$ cat src/rtl/rgbyuv_pkg.sv
`timescale 1ns / 1ps

package rgbyuv_pkg;

    // Width of every sample and result field on the ports
    localparam int SAMPLE_W = 16;

    // Coefficients carry 10 fractional bits; add half an LSB before the shift
    localparam int FRAC_BITS = 10;
    localparam int ROUND_ADD = 1 << (FRAC_BITS - 1);

    // Configuration register indexes
    localparam int CFG_INDEX_W = 2;
    localparam logic [CFG_INDEX_W-1:0] CFG_Y_ROW = 2'd0;
    localparam logic [CFG_INDEX_W-1:0] CFG_U_ROW = 2'd1;
    localparam logic [CFG_INDEX_W-1:0] CFG_V_ROW = 2'd2;

    typedef struct packed {
        logic [SAMPLE_W-1:0] red_sample;
        logic [SAMPLE_W-1:0] green_sample;
        logic [SAMPLE_W-1:0] blue_sample;
    } rgb_pixel_t;

    typedef struct packed {
        logic [SAMPLE_W-1:0] luma_out;
        logic [SAMPLE_W-1:0] cb_out;
        logic [SAMPLE_W-1:0] cr_out;
    } yuv_pixel_t;

endpackage

$ cat src/rtl/rgbyuv_row.sv
`timescale 1ns / 1ps

// One matrix row: register the three products, then sum, round, shift,
// offset and clamp into the result register.
module rgbyuv_row
    import rgbyuv_pkg::*;
#(
    parameter int SAMPLE_BITS = 10,
    parameter int COEFF_BITS  = 11,
    parameter bit ADD_OFFSET  = 1'b0
)
(
    input  logic                      clk,
    input  logic [SAMPLE_BITS-1:0]    red,
    input  logic [SAMPLE_BITS-1:0]    green,
    input  logic [SAMPLE_BITS-1:0]    blue,
    input  logic [3*COEFF_BITS-1:0]   coeffs,
    output logic [SAMPLE_W-1:0]       code
);

    localparam int PROD_W  = SAMPLE_BITS + COEFF_BITS + 1;
    localparam int SUM_W   = PROD_W + 2;
    localparam int SHR_W   = SUM_W - FRAC_BITS;
    localparam int CODE_W  = SHR_W + 1;
    localparam int ALIGN_W = SAMPLE_W - SAMPLE_BITS;

    localparam logic signed [CODE_W-1:0] CHROMA_OFFSET =
        ADD_OFFSET ? CODE_W'(1 << (SAMPLE_BITS - 1)) : '0;
    localparam logic signed [CODE_W-1:0] CODE_MAX = CODE_W'((1 << SAMPLE_BITS) - 1);
    localparam logic signed [SUM_W-1:0]  ROUND_TERM = SUM_W'(ROUND_ADD);

    logic signed [SAMPLE_BITS:0]   s_red, s_green, s_blue;
    logic signed [COEFF_BITS-1:0]  c_red, c_green, c_blue;
    logic signed [PROD_W-1:0]      prod_r_next, prod_g_next, prod_b_next;
    logic signed [PROD_W-1:0]      prod_r_reg, prod_g_reg, prod_b_reg;
    logic signed [SUM_W-1:0]       sum;
    logic signed [SHR_W-1:0]       shifted;
    logic signed [CODE_W-1:0]      level;
    logic [SAMPLE_BITS-1:0]        clamped;
    logic [SAMPLE_W-1:0]           code_next, code_reg;

    // Products: samples are unsigned, so widen with a zero sign bit
    always_comb
    begin
        s_red   = $signed({1'b0, red});
        s_green = $signed({1'b0, green});
        s_blue  = $signed({1'b0, blue});
        c_red   = $signed(coeffs[COEFF_BITS-1:0]);
        c_green = $signed(coeffs[2*COEFF_BITS-1:COEFF_BITS]);
        c_blue  = $signed(coeffs[3*COEFF_BITS-1:2*COEFF_BITS]);
        prod_r_next = PROD_W'(s_red)   * PROD_W'(c_red);
        prod_g_next = PROD_W'(s_green) * PROD_W'(c_green);
        prod_b_next = PROD_W'(s_blue)  * PROD_W'(c_blue);
    end

    always_ff @(posedge clk)
    begin
        prod_r_reg <= prod_r_next;
        prod_g_reg <= prod_g_next;
        prod_b_reg <= prod_b_next;
    end

    // Dropping the fraction bits of a two's complement sum floors it
    always_comb
    begin
        sum = SUM_W'(prod_r_reg) + SUM_W'(prod_g_reg) + SUM_W'(prod_b_reg) + ROUND_TERM;
        shifted = $signed(sum[SUM_W-1:FRAC_BITS]);
        level = CODE_W'(shifted) + CHROMA_OFFSET;
        if (level[CODE_W-1])
        begin
            clamped = '0;
        end
        else if (level > CODE_MAX)
        begin
            clamped = CODE_MAX[SAMPLE_BITS-1:0];
        end
        else
        begin
            clamped = level[SAMPLE_BITS-1:0];
        end
        code_next = {clamped, {ALIGN_W{1'b0}}};
    end

    always_ff @(posedge clk)
    begin
        code_reg <= code_next;
    end

    assign code = code_reg;

endmodule

$ cat src/rtl/rgb_to_yuv_matrix_convert.sv
`timescale 1ns / 1ps
// An accepted request passes the input register, product register and result register;
// its result shows, with done high, for one cycle.
// Throughput: one pixel per clock; busy stays low, so start may be held every cycle.
// The receiver cannot stall: each result shows for exactly one cycle.
// Reset (rst_n low, asynchronous) clears the pipeline valids and all coefficients to 0.
module rgb_to_yuv_matrix_convert
    import rgbyuv_pkg::*;
#(
    parameter int SAMPLE_BITS = 10,
    parameter int COEFF_BITS  = 11
)
(
    input  logic                      clk,
    input  logic                      rst_n,
    // Pixel request
    input  logic                      start,
    output logic                      busy,
    input  rgb_pixel_t                pixel,
    // Converted pixel
    output logic                      done,
    output yuv_pixel_t                result,
    // Coefficient write port
    input  logic                      cfg_we,
    input  logic [CFG_INDEX_W-1:0]    cfg_index,
    input  logic [3*COEFF_BITS-1:0]   cfg_data
);

    localparam int ROW_W   = 3 * COEFF_BITS;
    localparam int ALIGN_W = SAMPLE_W - SAMPLE_BITS;

    logic                   accept;
    logic                   s1_valid_reg, s2_valid_reg, done_reg;
    logic [SAMPLE_BITS-1:0] red_reg, green_reg, blue_reg;
    logic [ROW_W-1:0]       y_row_reg, u_row_reg, v_row_reg;
    logic [SAMPLE_W-1:0]    luma_code, cb_code, cr_code;

    // Every stage moves every cycle, so no request is ever refused
    assign busy   = 1'b0;
    assign accept = start && !busy;

    // Coefficient registers; writes to an unused index are dropped
    always_ff @(posedge clk or negedge rst_n)
    begin
        if (!rst_n)
        begin
            y_row_reg <= '0;
            u_row_reg <= '0;
            v_row_reg <= '0;
        end
        else if (cfg_we)
        begin
            case (cfg_index)
                CFG_Y_ROW: y_row_reg <= cfg_data;
                CFG_U_ROW: u_row_reg <= cfg_data;
                CFG_V_ROW: v_row_reg <= cfg_data;
                default:   ;
            endcase
        end
    end

    // Valid pipeline: input register, product register, result register
    always_ff @(posedge clk or negedge rst_n)
    begin
        if (!rst_n)
        begin
            s1_valid_reg <= 1'b0;
            s2_valid_reg <= 1'b0;
            done_reg     <= 1'b0;
        end
        else
        begin
            s1_valid_reg <= accept;
            s2_valid_reg <= s1_valid_reg;
            done_reg     <= s2_valid_reg;
        end
    end

    // Input register: keep only the significant top bits of each sample
    always_ff @(posedge clk)
    begin
        if (accept)
        begin
            red_reg   <= pixel.red_sample[SAMPLE_W-1 -: SAMPLE_BITS];
            green_reg <= pixel.green_sample[SAMPLE_W-1 -: SAMPLE_BITS];
            blue_reg  <= pixel.blue_sample[SAMPLE_W-1 -: SAMPLE_BITS];
        end
    end

    // Luma row has no offset; both chroma rows are centered at mid-scale
    rgbyuv_row #(
        .SAMPLE_BITS (SAMPLE_BITS),
        .COEFF_BITS  (COEFF_BITS),
        .ADD_OFFSET  (1'b0)
    ) u_row_y (
        .clk    (clk),
        .red    (red_reg),
        .green  (green_reg),
        .blue   (blue_reg),
        .coeffs (y_row_reg),
        .code   (luma_code)
    );

    rgbyuv_row #(
        .SAMPLE_BITS (SAMPLE_BITS),
        .COEFF_BITS  (COEFF_BITS),
        .ADD_OFFSET  (1'b1)
    ) u_row_u (
        .clk    (clk),
        .red    (red_reg),
        .green  (green_reg),
        .blue   (blue_reg),
        .coeffs (u_row_reg),
        .code   (cb_code)
    );

    rgbyuv_row #(
        .SAMPLE_BITS (SAMPLE_BITS),
        .COEFF_BITS  (COEFF_BITS),
        .ADD_OFFSET  (1'b1)
    ) u_row_v (
        .clk    (clk),
        .red    (red_reg),
        .green  (green_reg),
        .blue   (blue_reg),
        .coeffs (v_row_reg),
        .code   (cr_code)
    );

    assign done            = done_reg;
    assign result.luma_out = luma_code;
    assign result.cb_out   = cb_code;
    assign result.cr_out   = cr_code;

    // Every accepted request comes out with done through the input, product and result registers
    a_request_to_done: assert property (@(posedge clk) disable iff (!rst_n)
        accept |=> ##2 done)
        else $error("accepted request produced no result");

    // No result without a matching earlier request
    a_done_has_request: assert property (@(posedge clk) disable iff (!rst_n)
        done |-> $past(accept, 3))
        else $error("result without a matching request");

    // Results are MSB aligned: the bits below the code stay clear
    a_result_aligned: assert property (@(posedge clk) disable iff (!rst_n)
        done |-> (result.luma_out[ALIGN_W-1:0] == '0) && (result.cb_out[ALIGN_W-1:0] == '0)
                 && (result.cr_out[ALIGN_W-1:0] == '0))
        else $error("result low bits not clear");

endmodule

$ cat config.mk
export PLATFORM = sky130hd
export DESIGN_NAME = rgb_to_yuv_matrix_convert
export DESIGN_NICKNAME = d
export VERILOG_FILES = /design/src/rtl/rgbyuv_pkg.sv /design/src/rtl/rgbyuv_row.sv /design/src/rtl/rgb_to_yuv_matrix_convert.sv
export SDC_FILE = /design/constraint.sdc
export NUM_CORES = 2
export LEC_CHECK = 0
export BUFFER_PORTS_ARGS = -buffer_cell sky130_fd_sc_hd__buf_4
export CAP_MARGIN = 25
export CORE_MARGIN = 4
export CORE_UTILIZATION = 59
export DETAILED_ROUTE_END_ITERATION = 10
export PLACE_DENSITY_LB_ADDON = 0.12
export SLEW_MARGIN = 25
export SYNTH_ARGS = -nofsm -noshare
export SYNTH_HDL_FRONTEND = slang
export SYNTH_SLANG_ARGS = --single-unit
$ cat constraint.sdc
create_clock -name clk -period 9.1 [get_ports clk]
set_input_delay 0.455 -clock clk [delete_from_list [all_inputs] [get_ports clk]]
set_output_delay 0.455 -clock clk [all_outputs]
set_load 0.01 [all_outputs]
==> results.md <==
* Crit path buf inv count at 4
* Final net count at 6928
* Minimum clock period at 6.19 ns
* Synth async-reset ratio at 28.3%
* Die width at 299 um
* 1st-pass router iterations at 5
* Final Cycle Share at between 60 and 70%
* Total gr overflow at 0
* Synth Area in Adders at 47.8%
* Initial antenna violation count at 3
* CTS buffer count at 46
* Routed Antenna Nets at 0
* CTS Hold Bufs at 13
* Vias/cell at between 5 and 6
* Clock skew at 0.0238 ns
* Largest family of logic cells by synthesized area: adder cells
* Placed inst area at 0.0515 mm^2
* Hold Path Class: in -> reg
* FF-to-FF path depth at 21
* Compound-gate portion of the synthesized area at 5.55%
* FP Rows at 106
* Synthesized area at 0.0499 mm^2
* Via count at 34500
* Critical Path AT at ~6.6 ns
* Crit-path slowest cell: edfxtp_1
* P&R area growth vs syn at 6.59%
* Final Hold Fails at 0
* Vias in the first global route at about 36000
* Yosys warnings at 0
* Sequential Area at 0.00802 mm^2
* WL met2 at 51500 um
* Max_slew headroom at 40.5%
* Hold_sp: pixel[47]
* Global-route usage over all layers at around a quarter
* Run status: complete, no violations
* Reg2Reg Capture Point: u_row_u.prod_r_reg[18]$_DFF_P_
* Metal-1 WL at 45900 um
* Starting Density at 59.6%
* Synth cell types at 85
* CP startpoint kind: flip-flop
* Simple-gate portion of the synthesized area at 14.7%
* Pre-CTS setup slack at 2.80 ns
* Mapped Cells at 5374
* Die height at 299 um
* Fmax at 162 MHz
* Clock-pin slew on the worst setup and hold paths at 0.06 ns
* Die ar. at between 0.08 and 0.09 mm^2
* Fin. max-slew vios at 0
* Yosys reg bits at 360
* Largest net degree at the start of global routing at 38
* Post-CTS setup buffers at 0
* Worst skew pair latency at roughly 0.60 ns
* Post-DR wirelength/cell at 16.7 um
* IO Pins at approximately 140
* Post-synthesis mux area share at between 2 and 2.5%
* Post-synth EDFFs at 30
* Global-route wire length before repair at 184000 um
* Fin worst setup slack at slightly below 3 ns
* Hold path cells at 1
* GP Congestion at 0.860
* R2r setup slk at 2.91 ns
* Routed WL at 109000 um
* Number of fill cells in the layout at 7163
* Startpoint of the lowest-slack register-to-register path: red_reg[2]$_DFFE_PP_
* Ratio of cells with drive above 1 in the final layout at 6.45%
* TritonCTS sink count at 360
* CTS-repair resized insts at 0
* Metal3 WL at roughly 6200 um
* CP Max Fanout at 19
* Max cap viols at 0
* PortBufs at 99
* DR top layer: met5
* Final setup viols at 0
* Post-synthesis sequential area ratio at 16.1%
* Worst-case clock buffer depth at 3
* RSZ-0062 raised after global routing: no
* Commonest register cell after synthesis: dfxtp_1
* Initial DRC count at roughly 1500
* Placeable Area at approximately 0.084 mm^2
* Worst Tran Pin Value at about 0.87 ns
* Worst Setup End Kind: flip-flop
* Root Driver: clkbuf_16
* Syn Area/Cell at 9.29 um^2
* CP Cell Sequence: buf_4 -> nand2_1 -> fa_1 -> inv_1 -> ha_1 -> fa_1 -> inv_1 -> fa_1 -> fa_1 -> inv_1 -> ha_1 -> nor2b_1 -> o21ai_0 -> a21boi_0 -> o21ai_0 -> a21boi_0 -> o21ai_0 -> a21oi_1 -> o211a_1 -> o21ai_0 -> a211oi_2
* Xor-xnor portion of the synthesized cell area at 2.74%
* Hold Path Sink: red_reg[9]$_DFFE_PP_
* Final Cell Area at 0.0532 mm^2
* CP Class: reg -> reg
* H-tree depth at 2
* Req. time, crit path at 9.52 ns
* Setup TNS at 0 ns
* CP top delay family: adder cells
* Post-DP HPWL at slightly below 90000 um
* Critical Path Max Stage Delay at 0.77 ns
* Drt drc at 0
* Area of the multi-input gates at 0.0366 mm^2
* CTS tree: done
-- Yosys cell counts, drive strengths merged (30+ instances only) --
master  instances  area (um^2)
clkbuf        198          746
edfxtp         30          901
inv          1194         4480
nand2         521         1960
nor2          116          435
ha            769         9620
and2          471         2950
fa            711        14200
a211oi         36          283
nand2b         82          513
dfxtp         228         4560
nor2b          57          357
a21oi         113          573
a21o           37          279
nand3          40          200
xnor2         120         1050
xor2           36          315
o21ai          99          507
dfrtp         102         2550
nor3           48          240
mux2          100         1130
-- area by class of cell --
type | instances | share of cell area [%]
well taps | 1134 | 2.67
clock buffers | 66 | 2.63
inverters | 1194 | 8.42
repair buffers | 150 | 2.18
flip-flops and latches | 360 | 15.1
diodes | 1 | 0.00470
multi-input cells | 3609 | 68.7
clock inverters | 18 | 0.339
-- layout by cell type, fill, tap and decap left out, drive strengths merged, types with 36 or more instances in the layout --
master and n:
xnor2 120, and2 471, a211oi 36, a21o 37, clkbuf 66, dfxtp 228
fa 711, nand3 40, buf 137, nor2b 57, nor3 48, o21ai 99
dfrtp 102, xor2 36, nand2 521, ha 769, nand2b 82, mux2 100
nor2 116, inv 1199, a21oi 113
-- per-stage QoR --
step	hold slack [ns]	util (%)	instances
after floorplan	0.159	-	5392
after global placement	0.333	61.4	6434
after detailed placement	0.340	61.4	6434
after CTS	0.000626	63.5	6531
after global routing	0.00618	63.5	6531
final	0.0367	63.5	6532
-- metal layers --
layer | track usage, % | up-vias
met2 | 42.8 | 713
met4 | 10.2 | 2
li1 | - | 16500
met3 | 4.74 | 204
met1 | 32.6 | 17100
met5 | 0 | -
-- worst reg2reg max path, cell delays in order, from the launching register on --
cell      delay, ns
edfxtp_1       0.77
buf_4          0.38
nand2_1        0.12
fa_1           0.51
inv_1          0.04
ha_1           0.18
fa_1           0.49
inv_1          0.06
fa_1           0.49
fa_1           0.50
inv_1          0.04
ha_1           0.32
nor2b_1        0.14
o21ai_0        0.11
a21boi_0       0.25
o21ai_0        0.14
a21boi_0       0.26
o21ai_0        0.18
a21oi_1        0.21
o211a_1        0.17
o21ai_0        0.09
a211oi_2       0.57
-- worst max-delay path by stage --
stage / start / cells after the start / slack, ns / to
final: red_reg[2]$_DFFE_PP_ / 21 / 2.91 / u_row_u.prod_r_reg[18]$_DFF_P_
after global routing: red_reg[4]$_DFFE_PP_ / 22 / 2.46 / u_row_u.prod_r_reg[19]$_DFF_P_
after CTS: red_reg[4]$_DFFE_PP_ / 22 / 2.75 / u_row_u.prod_r_reg[18]$_DFF_P_
after detailed placement: red_reg[4]$_DFFE_PP_ / 22 / 2.80 / u_row_u.prod_r_reg[18]$_DFF_P_
after global placement: red_reg[4]$_DFFE_PP_ / 22 / 2.86 / u_row_u.prod_r_reg[18]$_DFF_P_
after floorplan: green_reg[3]$_DFFE_PP_ / 21 / 3.94 / u_row_u.prod_g_reg[20]$_DFF_P_
-- cells by family after synthesis --
| group | count (synthesis) |
|---|---|
| AOI/OAI and AO/OA | 421 |
| adders and majority gates | 1480 |
| muxes | 102 |
| and+or+nand+nor | 1431 |
| buffers and inverters | 1423 |
| xor gates and xnor gates | 156 |
| other | 1 |
| DFF | 360 |
Power is not shown: default switching activity piles up to over one toggle a cycle in this logic, so the estimate is an artifact.
